### config.mk
export PLATFORM = sky130hd
export DESIGN_NAME = fifo_mutex_with_condition_queue_top
export DESIGN_NICKNAME = d
export VERILOG_FILES = /design/src/rtl/core/fmcq_pkg.sv /design/src/rtl/core/fmcq_qmem.sv /design/src/rtl/core/fmcq_ctrl.sv /design/src/rtl/core/fifo_mutex_with_condition_queue_top.sv
export SDC_FILE = /design/constraint.sdc
export NUM_CORES = 1
export LEC_CHECK = 0
export BUFFER_PORTS_ARGS = -buffer_cell sky130_fd_sc_hd__buf_2
export CAP_MARGIN = 30
export CORE_ASPECT_RATIO = 0.8
export CORE_MARGIN = 2
export CORE_UTILIZATION = 40
export CTS_BUF_LIST = sky130_fd_sc_hd__clkbuf_4 sky130_fd_sc_hd__clkbuf_8 sky130_fd_sc_hd__clkbuf_16
export DETAILED_ROUTE_END_ITERATION = 12
export PLACE_DENSITY = 0.51
export REMOVE_ABC_BUFFERS = 1
export SYNTH_ARGS = -nofsm -noshare
export SYNTH_HDL_FRONTEND = slang
export SYNTH_SLANG_ARGS = --single-unit
### constraint.sdc
create_clock -name clk_i -period 7.9 [get_ports clk_i]
set_input_delay 1.185 -clock clk_i [delete_from_list [all_inputs] [get_ports clk_i]]
set_output_delay 1.185 -clock clk_i [all_outputs]
set_load 0.005 [all_outputs]
### src/rtl/core/fmcq_pkg.sv
// Shared types, codes and pointer helpers for the lock unit with condition queue.
`timescale 1ns / 1ps

package fmcq_pkg;

  localparam int NUM_REQUESTERS = 16;
  localparam int QUEUE_DEPTH    = 16;

  localparam int ID_W  = $clog2(NUM_REQUESTERS);
  localparam int PTR_W = $clog2(QUEUE_DEPTH);
  localparam int CNT_W = $clog2(QUEUE_DEPTH + 1);
  localparam int SUM_W = CNT_W + 1;

  typedef enum logic [2:0] {
    MODE_LOCK              = 3'd0,
    MODE_UNLOCK            = 3'd1,
    MODE_UNLOCK_IF_WAITERS = 3'd2,
    MODE_COND_WAIT         = 3'd3,
    MODE_COND_SIGNAL       = 3'd4,
    MODE_COND_BROADCAST    = 3'd5
  } mode_e;

  typedef enum logic [1:0] {
    ST_DONE      = 2'd0,
    ST_BLOCKED   = 2'd1,
    ST_NOT_OWNER = 2'd2,
    ST_REFUSED   = 2'd3
  } status_e;

  typedef struct packed {
    logic [2:0]      mode;
    logic [ID_W-1:0] requester;
  } in_item_t;

  typedef struct packed {
    status_e         status;
    logic            released;
    logic            woken_valid;
    logic [ID_W-1:0] woken_id;
    logic            owner_valid;
    logic [ID_W-1:0] owner_id;
  } out_item_t;

  // One queue memory port set: a write and a read address each cycle.
  typedef struct packed {
    logic             wr_en;
    logic [PTR_W-1:0] wr_addr;
    logic [ID_W-1:0]  wr_data;
    logic [PTR_W-1:0] rd_addr;
  } qmem_req_t;

  // Handshake status from the sequencer to the top level.
  typedef struct packed {
    logic idle;
    logic done;
  } ctrl_stat_t;

  // Circular slot: head plus an offset, wrapped at the queue depth.
  function automatic logic [PTR_W-1:0] slot_add(logic [PTR_W-1:0] head,
                                                 logic [CNT_W-1:0] offs);
    logic [SUM_W-1:0] sum;
    sum = SUM_W'(head) + SUM_W'(offs);
    if (sum >= SUM_W'(QUEUE_DEPTH)) begin
      sum = sum - SUM_W'(QUEUE_DEPTH);
    end
    return sum[PTR_W-1:0];
  endfunction

endpackage

### src/rtl/core/fmcq_qmem.sv
// Queue storage: one write port and one registered read port.
`timescale 1ns / 1ps

module fmcq_qmem (
  input  logic                       clk_i,
  input  fmcq_pkg::qmem_req_t        req_i,
  output logic [fmcq_pkg::ID_W-1:0]  rd_data_o
);
  import fmcq_pkg::*;

  logic [ID_W-1:0] mem_q [QUEUE_DEPTH];
  logic [ID_W-1:0] rd_data_q;

  always_ff @(posedge clk_i) begin
    if (req_i.wr_en) begin
      mem_q[req_i.wr_addr] <= req_i.wr_data;
    end
    rd_data_q <= mem_q[req_i.rd_addr];
  end

  assign rd_data_o = rd_data_q;

endmodule

### src/rtl/core/fmcq_ctrl.sv
// Sequencer: mutex state, queue pointers, membership flags and per-request update.
`timescale 1ns / 1ps

module fmcq_ctrl (
  input  logic                       clk_i,
  input  logic                       rst_ni,
  input  logic                       start_i,
  input  fmcq_pkg::in_item_t         item_i,
  input  logic [fmcq_pkg::ID_W-1:0]  lq_rd_i,
  input  logic [fmcq_pkg::ID_W-1:0]  cq_rd_i,
  output fmcq_pkg::qmem_req_t        lq_req_o,
  output fmcq_pkg::qmem_req_t        cq_req_o,
  output fmcq_pkg::ctrl_stat_t       stat_o,
  output fmcq_pkg::out_item_t        result_o
);
  import fmcq_pkg::*;

  localparam logic S_IDLE = 1'b0;
  localparam logic S_EXEC = 1'b1;

  logic                      state_q, state_d;
  logic [2:0]                mode_q, mode_d;
  logic [ID_W-1:0]           req_q, req_d;
  logic                      held_q, held_d;
  logic [ID_W-1:0]           holder_q, holder_d;
  logic [PTR_W-1:0]          lhead_q, lhead_d;
  logic [CNT_W-1:0]          lcount_q, lcount_d;
  logic [PTR_W-1:0]          chead_q, chead_d;
  logic [CNT_W-1:0]          ccount_q, ccount_d;
  logic [NUM_REQUESTERS-1:0] in_lq_q, in_lq_d;
  logic [NUM_REQUESTERS-1:0] in_cq_q, in_cq_d;
  logic                      wv_q, wv_d;
  logic [ID_W-1:0]           wid_q, wid_d;

  logic      is_owner;
  logic      mv_fail;
  logic      do_release;
  logic      done;
  status_e   res_status;
  logic      res_rel;
  qmem_req_t lq_req;
  qmem_req_t cq_req;

  assign is_owner = held_q && (holder_q == req_q);
  // Oldest condition waiter cannot move: owner, already queued, or no room.
  assign mv_fail  = (held_q && (holder_q == cq_rd_i)) || in_lq_q[cq_rd_i] ||
                    (held_q && (lcount_q >= CNT_W'(QUEUE_DEPTH)));

  always_comb begin
    state_d    = state_q;
    mode_d     = mode_q;
    req_d      = req_q;
    held_d     = held_q;
    holder_d   = holder_q;
    lhead_d    = lhead_q;
    lcount_d   = lcount_q;
    chead_d    = chead_q;
    ccount_d   = ccount_q;
    in_lq_d    = in_lq_q;
    in_cq_d    = in_cq_q;
    wv_d       = wv_q;
    wid_d      = wid_q;
    do_release = 1'b0;
    done       = 1'b0;
    res_status = ST_DONE;
    res_rel    = 1'b0;

    lq_req         = '0;
    lq_req.wr_addr = slot_add(lhead_q, lcount_q);
    lq_req.wr_data = req_q;
    cq_req         = '0;
    cq_req.wr_addr = slot_add(chead_q, ccount_q);
    cq_req.wr_data = req_q;

    if (state_q == S_IDLE) begin
      if (start_i) begin
        mode_d  = item_i.mode;
        req_d   = item_i.requester;
        wv_d    = 1'b0;
        wid_d   = '0;
        state_d = S_EXEC;
      end
    end else begin
      done    = 1'b1;
      state_d = S_IDLE;
      case (mode_q)
        MODE_LOCK: begin
          if (is_owner || in_lq_q[req_q]) begin
            res_status = ST_REFUSED;
          end else if (!held_q) begin
            held_d   = 1'b1;
            holder_d = req_q;
          end else if (lcount_q >= CNT_W'(QUEUE_DEPTH)) begin
            res_status = ST_REFUSED;
          end else begin
            lq_req.wr_en   = 1'b1;
            lcount_d       = lcount_q + CNT_W'(1);
            in_lq_d[req_q] = 1'b1;
            res_status     = ST_BLOCKED;
          end
        end
        MODE_UNLOCK, MODE_UNLOCK_IF_WAITERS: begin
          if (!is_owner) begin
            res_status = ST_NOT_OWNER;
          end else if ((mode_q == MODE_UNLOCK) || (lcount_q != '0)) begin
            res_rel    = 1'b1;
            do_release = 1'b1;
          end
        end
        MODE_COND_WAIT: begin
          if (!is_owner) begin
            res_status = ST_NOT_OWNER;
          end else if ((ccount_q >= CNT_W'(QUEUE_DEPTH)) || in_cq_q[req_q]) begin
            res_status = ST_REFUSED;
          end else begin
            cq_req.wr_en   = 1'b1;
            ccount_d       = ccount_q + CNT_W'(1);
            in_cq_d[req_q] = 1'b1;
            res_rel        = 1'b1;
            do_release     = 1'b1;
            res_status     = ST_BLOCKED;
          end
        end
        MODE_COND_SIGNAL, MODE_COND_BROADCAST: begin
          if (ccount_q != '0) begin
            if (mv_fail) begin
              res_status = ST_REFUSED;
            end else begin
              chead_d          = slot_add(chead_q, CNT_W'(1));
              ccount_d         = ccount_q - CNT_W'(1);
              in_cq_d[cq_rd_i] = 1'b0;
              if (!held_q) begin
                held_d   = 1'b1;
                holder_d = cq_rd_i;
                wv_d     = 1'b1;
                wid_d    = cq_rd_i;
              end else begin
                lq_req.wr_en     = 1'b1;
                lq_req.wr_data   = cq_rd_i;
                lcount_d         = lcount_q + CNT_W'(1);
                in_lq_d[cq_rd_i] = 1'b1;
              end
              // Broadcast: stay on while waiters remain, one per cycle.
              if ((mode_q == MODE_COND_BROADCAST) && (ccount_q > CNT_W'(1))) begin
                done    = 1'b0;
                state_d = S_EXEC;
              end
            end
          end
        end
        default: begin
        end
      endcase

      // Hand the mutex to the oldest waiter, or free it.
      if (do_release) begin
        if (lcount_q != '0) begin
          holder_d         = lq_rd_i;
          lhead_d          = slot_add(lhead_q, CNT_W'(1));
          lcount_d         = lcount_q - CNT_W'(1);
          in_lq_d[lq_rd_i] = 1'b0;
          wv_d             = 1'b1;
          wid_d            = lq_rd_i;
        end else begin
          held_d   = 1'b0;
          holder_d = '0;
        end
      end
    end

    // Read the head that will stand after this edge.
    lq_req.rd_addr = lhead_d;
    cq_req.rd_addr = chead_d;
  end

  always_ff @(posedge clk_i or negedge rst_ni) begin
    if (!rst_ni) begin
      state_q  <= S_IDLE;
      mode_q   <= '0;
      req_q    <= '0;
      held_q   <= 1'b0;
      holder_q <= '0;
      lhead_q  <= '0;
      lcount_q <= '0;
      chead_q  <= '0;
      ccount_q <= '0;
      in_lq_q  <= '0;
      in_cq_q  <= '0;
      wv_q     <= 1'b0;
      wid_q    <= '0;
    end else begin
      state_q  <= state_d;
      mode_q   <= mode_d;
      req_q    <= req_d;
      held_q   <= held_d;
      holder_q <= holder_d;
      lhead_q  <= lhead_d;
      lcount_q <= lcount_d;
      chead_q  <= chead_d;
      ccount_q <= ccount_d;
      in_lq_q  <= in_lq_d;
      in_cq_q  <= in_cq_d;
      wv_q     <= wv_d;
      wid_q    <= wid_d;
    end
  end

  assign lq_req_o = lq_req;
  assign cq_req_o = cq_req;

  assign stat_o.idle = (state_q == S_IDLE);
  assign stat_o.done = done;

  assign result_o.status      = res_status;
  assign result_o.released    = res_rel;
  assign result_o.woken_valid = wv_d;
  assign result_o.woken_id    = wv_d ? wid_d : '0;
  assign result_o.owner_valid = held_d;
  assign result_o.owner_id    = held_d ? holder_d : '0;

`ifndef NO_ASSERTIONS
  a_lq_flags: assert property (@(posedge clk_i) disable iff (!rst_ni)
    $countones(in_lq_q) == int'(lcount_q))
    else $error("lock queue flags disagree with fill count");

  a_cq_flags: assert property (@(posedge clk_i) disable iff (!rst_ni)
    $countones(in_cq_q) == int'(ccount_q))
    else $error("condition queue flags disagree with fill count");

  a_free_holder: assert property (@(posedge clk_i) disable iff (!rst_ni)
    !held_q |-> (holder_q == '0))
    else $error("free mutex carries a holder");

  a_no_wait_free: assert property (@(posedge clk_i) disable iff (!rst_ni)
    !held_q |-> (lcount_q == '0))
    else $error("waiters queued on a free mutex");
`endif

endmodule

### src/rtl/core/fifo_mutex_with_condition_queue_top.sv
// Top level of the lock unit: queue memories, sequencer and result register.
`timescale 1ns / 1ps
// Flow: a request is accepted, worked in the next cycle and its result is
//   registered at the end of that cycle; a broadcast stays in the work state
//   while it moves its waiters one after another. A new request is taken only
//   once the sequencer is idle again and the result register is free.
// Reset: clears the mutex, queue pointers, fill counts and membership flags;
//   queue memory contents are left as they are, since only live entries are read.

module fifo_mutex_with_condition_queue_top (
  input  logic                clk_i,
  input  logic                rst_ni,
  input  logic                in_valid_i,
  output logic                in_ready_o,
  input  fmcq_pkg::in_item_t  in_data_i,
  output logic                out_valid_o,
  input  logic                out_ready_i,
  output fmcq_pkg::out_item_t out_data_o
);
  import fmcq_pkg::*;

  logic            start;
  qmem_req_t       lq_req;
  qmem_req_t       cq_req;
  logic [ID_W-1:0] lq_rd;
  logic [ID_W-1:0] cq_rd;
  ctrl_stat_t      stat;
  out_item_t       result;

  logic      out_valid_q;
  out_item_t out_data_q;

  // Take a new request only when the sequencer is idle and the result
  // register is empty or its transfer completes at this edge.
  assign in_ready_o = stat.idle && (!out_valid_q || out_ready_i);
  assign start      = in_valid_i && in_ready_o;

  // Mutex waiter queue.
  fmcq_qmem u_lock_mem (
    .clk_i     (clk_i),
    .req_i     (lq_req),
    .rd_data_o (lq_rd)
  );

  // Condition waiter queue.
  fmcq_qmem u_cond_mem (
    .clk_i     (clk_i),
    .req_i     (cq_req),
    .rd_data_o (cq_rd)
  );

  fmcq_ctrl u_ctrl (
    .clk_i    (clk_i),
    .rst_ni   (rst_ni),
    .start_i  (start),
    .item_i   (in_data_i),
    .lq_rd_i  (lq_rd),
    .cq_rd_i  (cq_rd),
    .lq_req_o (lq_req),
    .cq_req_o (cq_req),
    .stat_o   (stat),
    .result_o (result)
  );

  // Result register: load on completion, drop once the transfer is taken.
  always_ff @(posedge clk_i or negedge rst_ni) begin
    if (!rst_ni) begin
      out_valid_q <= 1'b0;
    end else if (stat.done) begin
      out_valid_q <= 1'b1;
    end else if (out_ready_i) begin
      out_valid_q <= 1'b0;
    end
  end

  always_ff @(posedge clk_i) begin
    if (stat.done) begin
      out_data_q <= result;
    end
  end

  assign out_valid_o = out_valid_q;
  assign out_data_o  = out_data_q;

`ifndef NO_ASSERTIONS
  a_done_slot_free: assert property (@(posedge clk_i) disable iff (!rst_ni)
    stat.done |-> !out_valid_q)
    else $error("result completed while the result register is occupied");

  a_start_busy: assert property (@(posedge clk_i) disable iff (!rst_ni)
    start |=> !stat.idle)
    else $error("accepted request did not enter the sequencer");
`endif

endmodule
# ---- Word level (Yosys, flattened, before mapping)
# Memory sizes are Yosys's and may differ from the RTL's. A register that Yosys moved wholly into a read port is not among the register bits.
# Index checks and enable logic that the tools add are counted.
dict set report totals {
  word_cells 222
  mem_bits_rw 128
  mem_count 2
  output_inout_bits 15
  reg_bits 82
}
dict set report classes {
  n_addsub 12
  eq_ne 11
  n_bitwise 8
  reduce_logical 25
  order_cmp 13
  n_mux 131
}
# memory depth width read_ports rd_clocked_by_memory_dff write_ports line_no
set mem_list {}
lappend mem_list {u_cond_mem.mem_q 16 4 1 1 1 fmcq_qmem.sv:11} ;# logic [ID_W-1:0] mem_q [QUEUE_DEPTH];
lappend mem_list {u_lock_mem.mem_q 16 4 1 1 1 fmcq_qmem.sv:11}
# operator n
set ops {}
lappend ops {{16-bit 2-to-1 mux} 13}
lappend ops {{4-bit 2-to-1 mux} 32}
lappend ops {{16-bit one-hot mux with 2 select lines} 2}
lappend ops {{5-bit 2-to-1 mux} 12}
lappend ops {{1-bit 2-to-1 mux} 51}
lappend ops {{16-bit bitwise OR} 3}
lappend ops {{16-bit AND} 2}
lappend ops {{16-bit inverter} 2}
lappend ops {{5-bit greater-or-equal comparator, second input constant} 4}
lappend ops {{5-bit one-hot mux with 2 select lines} 2}
lappend ops {{2-bit 2-to-1 mux} 8}
lappend ops {{4-bit by 1-bit subtractor with 4-bit output, second input constant} 4}
lappend ops {{4-bit by 5-bit < comparator with 1-bit output, second input constant} 3}
lappend ops {{4-bit by 5-bit adder with 6-bit output} 2}
lappend ops {{1-bit binary-select mux with 4-bit select} 3}
lappend ops {{1-bit demux with 4-bit select} 3}
lappend ops {{4-bit by 1-bit greater-or-equal comparator with 1-bit output, second input constant} 3}
lappend ops {{6-bit by 5-bit greater-or-equal comparator with 1-bit output, second input constant} 2}
lappend ops {{4-bit by 1-bit adder with 5-bit output, second input constant} 2}
lappend ops {{5-bit by 1-bit adder with 5-bit output, second input constant} 2}
lappend ops {{5-bit nonzero test} 2}
lappend ops {{5-bit by 1-bit subtractor with 5-bit output, second input constant} 2}
lappend ops {{1-bit logical AND} 9}
lappend ops {{4-bit == test} 2}
lappend ops {{other kinds (17)} 30}

# ---- Depth between registers and ports, before layout
dict set report logic_depth {
  depth_word 13
  ltp_mapped 13
  depth_no_buf 10
}

# ---- By module
# Synthesis repeated with hierarchy kept, for this count alone.
dict set report hier_totals {
  cells_unflattened 777
  hier_area_um2 10507.6
}
# module instances area_per_inst_um2 cells_each seq_area_each_um2
set modules_own_cells {}
lappend modules_own_cells {fmcq_qmem 2 2666.3 130 2001.9}
lappend modules_own_cells {fmcq_ctrl 1 4727.0 499 1701.6}
lappend modules_own_cells {fifo_mutex_with_condition_queue_top 1 447.9 18 415.4}

# ---- Worst setup path after synthesis
# Ideal clock, no wire load.
dict set report synth_timing {
  path_type {register to register}
  from {reg u_cond_mem.rd_data_q[0] (netlist: u_cond_mem.rd_data_o[0]) (read register of u_cond_mem.mem_q)}
  to {reg u_cond_mem.rd_data_q[2] (netlist: u_cond_mem.rd_data_o[2]) (read register of u_cond_mem.mem_q)}
  stages_incl_launch_ff 13
  period_less_slack_ns 3.641
  arrival_time_ns 3.507
  setup_time_ns 0.134
  required_ns 7.766
  setup_slack_ns 4.259
  path_buffers 4
  cell_sequence {dfxtp_1 buf_6 mux4_2 nor2b_1 or4_4 or4_1 buf_2 and2_1 buf_6 buf_6 a2111oi_0 a311oi_1 or4_1}
}
dict set report synth_via {
  elab_chain_len 8
}
# item line_no
set synth_rtl {}
lappend synth_rtl {{start, declared} fmcq_qmem.sv:12} ;# logic [ID_W-1:0] rd_data_q;
lappend synth_rtl {{1-bit binary-select mux with 4-bit select or 4-bit == test (tied branches)} fmcq_ctrl.sv:46} ;# assign mv_fail = (held_q && (holder_q == cq_rd_i)) || in_lq_q[cq_rd_i] ||
lappend synth_rtl {{1-bit 2-to-1 mux (implied by the code) or 1-bit logical AND (tied branches)} fmcq_ctrl.sv:46}
lappend synth_rtl {{1-bit logical OR * (2 in a row)} fmcq_ctrl.sv:46}
lappend synth_rtl {{4-bit 2-to-1 mux *} fmcq_ctrl.sv:126} ;# if (mv_fail) begin
lappend synth_rtl {{4-bit 2-to-1 mux *} fmcq_ctrl.sv:125} ;# if (ccount_q != '0) begin
lappend synth_rtl {{4-bit 2-to-1 mux *} fmcq_ctrl.sv:86} ;# case (mode_q)
lappend synth_rtl {{4-bit 2-to-1 mux *} fmcq_ctrl.sv:75} ;# if (state_q == S_IDLE) begin
# Every way passes the cells marked *; elsewhere a longest branch is shown, timed or not. The select of a mux whose other input is x is not followed.
# A chain may end at the register's enable or synchronous reset.

# ---- Worst setup path in the final report
dict set report layout_timing {
  from {reg u_cond_mem.rd_data_q[0] (netlist: u_cond_mem.rd_data_o[0]) (read register of u_cond_mem.mem_q)}
  to {mem u_lock_mem.mem_q[11][1] (netlist name) (enable)}
}
dict set report layout_via {
  elab_chain_len 10
}
# item line_no
set layout_rtl {}
lappend layout_rtl {{1-bit binary-select mux with 4-bit select or 4-bit == test (tied branches)} fmcq_ctrl.sv:46}
lappend layout_rtl {{1-bit 2-to-1 mux (implied by the code) or 1-bit logical AND (tied branches)} fmcq_ctrl.sv:46}
lappend layout_rtl {{1-bit logical OR * (2 in a row)} fmcq_ctrl.sv:46}
lappend layout_rtl {{1-bit 2-to-1 mux *} fmcq_ctrl.sv:126}
lappend layout_rtl {{1-bit 2-to-1 mux *} fmcq_ctrl.sv:125}
lappend layout_rtl {{1-bit one-hot mux with 2 select lines *} fmcq_ctrl.sv:86}
lappend layout_rtl {{1-bit 2-to-1 mux *} fmcq_ctrl.sv:75}
lappend layout_rtl {{1-bit 2-to-1 mux *} fmcq_qmem.sv:15} ;# if (req_i.wr_en) begin
lappend layout_rtl {{1-bit 2-to-1 mux (implied by the code) *} fmcq_qmem.sv:16} ;# mem_q[req_i.wr_addr] <= req_i.wr_data;
lappend layout_rtl {{end, declared} fmcq_qmem.sv:11}
# Marks and branches as above.

==> flow_metrics.tcl <==
set metrics [dict create \
    status "completed" \
    maxCapViolCount 0 \
    core-area_um2 26400 \
    post-route-util 0.461 \
    io_buffers 25 \
    die_x_um 188 \
    synth-seq-area-share 0.567 \
    worst_path_most_repeated_cell "nand3_1" \
    yosys.area.top_type "edfxtp_1" \
    clock_sinks 218 \
    rsz0062_at_grt "false" \
    antenna_found_initial 0 \
    grt_overflow 0 \
    yosysUniqueCellTypes 67 \
    clockBufferDepth 3 \
    clockRootBuffer "clkbuf_16" \
    grt_max_degree 70 \
    syn_inst 862 \
    diodes 0 \
    synth.avg_cell_area_um2 12.5 \
    cp-start-kind "register" \
    hold_class "register to register" \
    routed_wl_um 27900 \
    worstSetupPathType "register to register" \
    die_h_um 151 \
    vias 7512 \
    htree_levels 1 \
    cts_resized 0 \
    synth_edf_count 141 \
    synth.top_cell.area_share 0.392 \
    finalHoldViolCount 0 \
    max_stage_delay_ps 760 \
    area_growth_pct 12.5 \
    vdd_ir_drop_max_mv 0.187 \
    num_rows 53 \
    crit_path_max_fanout 10 \
    max_freq_mhz 226 \
    cp_slowest_cell "a21boi_0" \
    worstPathRequired_ps 8070 \
    worst_pin_slew_ps 995 \
    ioPinCount 26 \
    clk_pin_slew_ps 60 \
    fill_cells 2412 \
    grt_usage 0.200 \
    power.density_nw_per_um2 316 \
    dieArea_um2 28300 \
    grt_pass1_wl_um 43600 \
    route.detailed.drc 0 \
    cts_tree "done" \
    drt-wirelength-per-cell_um 22.2 \
    drv_slew 0 \
    ys_top_cells_by_area "edfxtp_1, dfrtp_1, mux4_2" \
    relSlewSlack 0.333 \
    synthFlopType "edfxtp_1" \
    nets 912 \
    initial_core_util 0.409 \
    fin_crit_ps 4430 \
    clock_latency_ps 530 \
    finalSetupViolCount 0 \
    grt_pass1_vias 7482 \
    synthSimpleGateAreaFrac 0.113 \
    synthMuxAreaShare 0.119 \
    setup_tns_ps 0 \
    crit_chain "mux4_2 -> nor2b_1 -> nor4_1 -> nand3_1 -> a21boi_0 -> nand3_1 -> nor2_1" \
    timing.final.crit_share 0.561 \
    dp_hpwl_um 19100 \
    leakage_nw 4.54 \
    fin_total_pwr_mw 3.84 \
    drt_iter0_markers 862 \
    synth_xor_area_frac 0.0243 \
    synth_area_um2 10800 \
    post_cts_buffers 0 \
    yosys_warnings 0 \
    synth_top_family_by_area "compound AO/OA/AOI/OAI gates" \
    ys_ff_latch 218 \
    synth_adder_area_share 0.0199 \
    async_flop_share 0.317 \
    worstSetupEndpointType "register" \
    worst_ep_arrival_time_ps 4600 \
    cts_buffers 24 \
    first_pass_iters 6 \
    drive_gt1_frac 0.173 \
    ant_nets 0 \
    synth_compound_area_frac 0.131 \
    place.gp.congestion 0.934 \
    fin_skew_ps 15.8 \
    cts_hold_buffers 0 \
    via_per_inst 5.97 \
]
-- worst max-delay path: cells and delay by family (launching register included) --
family	cells	cell delay [ps]
AND/OR/NAND/NOR	5	2170
multiplexers	1	560
AO/OA/AOI/OAI	1	760
flip-flops	1	600
-- path summary, 6_finish.rpt --
path                                         start                       to  slack, ps  cells after the start
hold reg to reg                    u_ctrl.wid_q[3]          u_ctrl.wid_q[3]        490                      1
min in group asynchronous                   rst_ni       u_ctrl.ccount_q[2]        540                      2
hold / removal                     u_ctrl.wid_q[3]          u_ctrl.wid_q[3]        490                      1
setup / recovery           u_cond_mem.rd_data_o[0]  u_lock_mem.mem_q[11][1]       3470                      7
max in group asynchronous                   rst_ni        u_ctrl.lhead_q[0]       6790                      3
setup reg to reg           u_cond_mem.rd_data_o[0]  u_lock_mem.mem_q[11][1]       3470                      7
-- area by class of cell --
cell class                      count  area (um^2)  share of cell area
Clock inverter                     13          114             0.00937
Tap cell                          357          447              0.0367
Timing Repair Buffer               43          320              0.0263
Inverter                           23         86.3             0.00710
Multi-Input combinational cell    575         4400               0.362
Sequential cell                   218         6120               0.504
Clock buffer                       29          668              0.0550
-- kinds of logic (layout without fill, tap and decap cells) --
logic type	count (synthesis)	in the layout
mux	73	73
simple gates	258	258
buf+inv	69	108
compound gates	198	198
fa+ha+maj	16	16
flops	218	218
xor+xnor	30	30
-- per-layer routing --
| metal | global-route usage | up-vias | share of wire |
|---|---|---|---|
| li1 | - | 3380 | - |
| met1 | 0.286 | 3762 | 0.45 |
| met2 | 0.309 | 325 | 0.45 |
| met3 | 0.0461 | 45 | 0.078 |
| met4 | 0.0520 | 0 | 0.023 |
| met5 | 0 | - | 0 |
-- per-stage QoR --
step                cell area [um^2]  setup slack [ps]  instances  hold slack, ps
floorplan                      10600              3430        816             464
global placement               11300              3510       1212             478
detailed placement             11300              3390       1213             481
CTS                            12100              3360       1255             494
global route                   12200              3120       1258             525
finish                         12200              3470       1258             495
-- synth_stat cells, drive strengths merged, types with 4 or more instances --
cell type and count:
edfxtp 141, nand2 83, nor2 75, dfrtp 69
mux4 43, a21oi 37, clkbuf 36, o21ai 36
nand3 24, inv 22, xnor2 18, mux2i 17
a21boi 14, a221oi 14, ha 14, mux2 13
a2111oi 12, a311oi 12, xor2 12, nor2b 11
nor3 11, o31ai 11, buf 10, and2 8
dfxtp 8, nand2b 8, o221a 8, or4 8
a31oi 7, nand4 6, o22ai 6, a21o 5
or3 5, nand3b 4, o211a 4, o21a 4
o221ai 4, o311a 4
-- power by group --
group	total, mW	switching [mW]	internal [mW]
Combinational	1.16	0.713	0.446
Sequential	1.57	0.169	1.40
Clock	1.11	0.446	0.663
-- sequential cells by signal, indices dropped and copies added (netlist names), 3 cells and up --
name and cells:
u_cond_mem.mem_q 64, u_ctrl.in_lq_q 16, u_ctrl.lcount_q 5, u_ctrl.ccount_q 5, u_ctrl.req_q 4, u_ctrl.holder_q 4, u_ctrl.lhead_q 4, u_ctrl.mode_q 3
u_lock_mem.rd_data_o 4, u_cond_mem.rd_data_o 4, out_data_o 13, u_ctrl.in_cq_q 16, u_lock_mem.mem_q 64, u_ctrl.chead_q 4, u_ctrl.wid_q 4
-- placed cells by master, fill, tap and decap left out, types with 13 or more instances in the layout --
master | netlist | final
edfxtp_1 | 141 | 141
nand2_1 | 83 | 83
nor2_1 | 75 | 75
dfrtp_1 | 69 | 68
mux4_2 | 43 | 43
a21oi_1 | 37 | 37
o21ai_0 | 36 | 36
clkbuf_16 | 0 | 25
buf_2 | 2 | 25
nand3_1 | 24 | 24
inv_1 | 21 | 21
xnor2_1 | 18 | 18
mux2i_1 | 17 | 17
a21boi_0 | 14 | 14
a221oi_1 | 14 | 14
ha_1 | 14 | 14
buf_4 | 0 | 14
mux2_2 | 13 | 13
No activity file was read; power rests on OpenSTA's default activity.
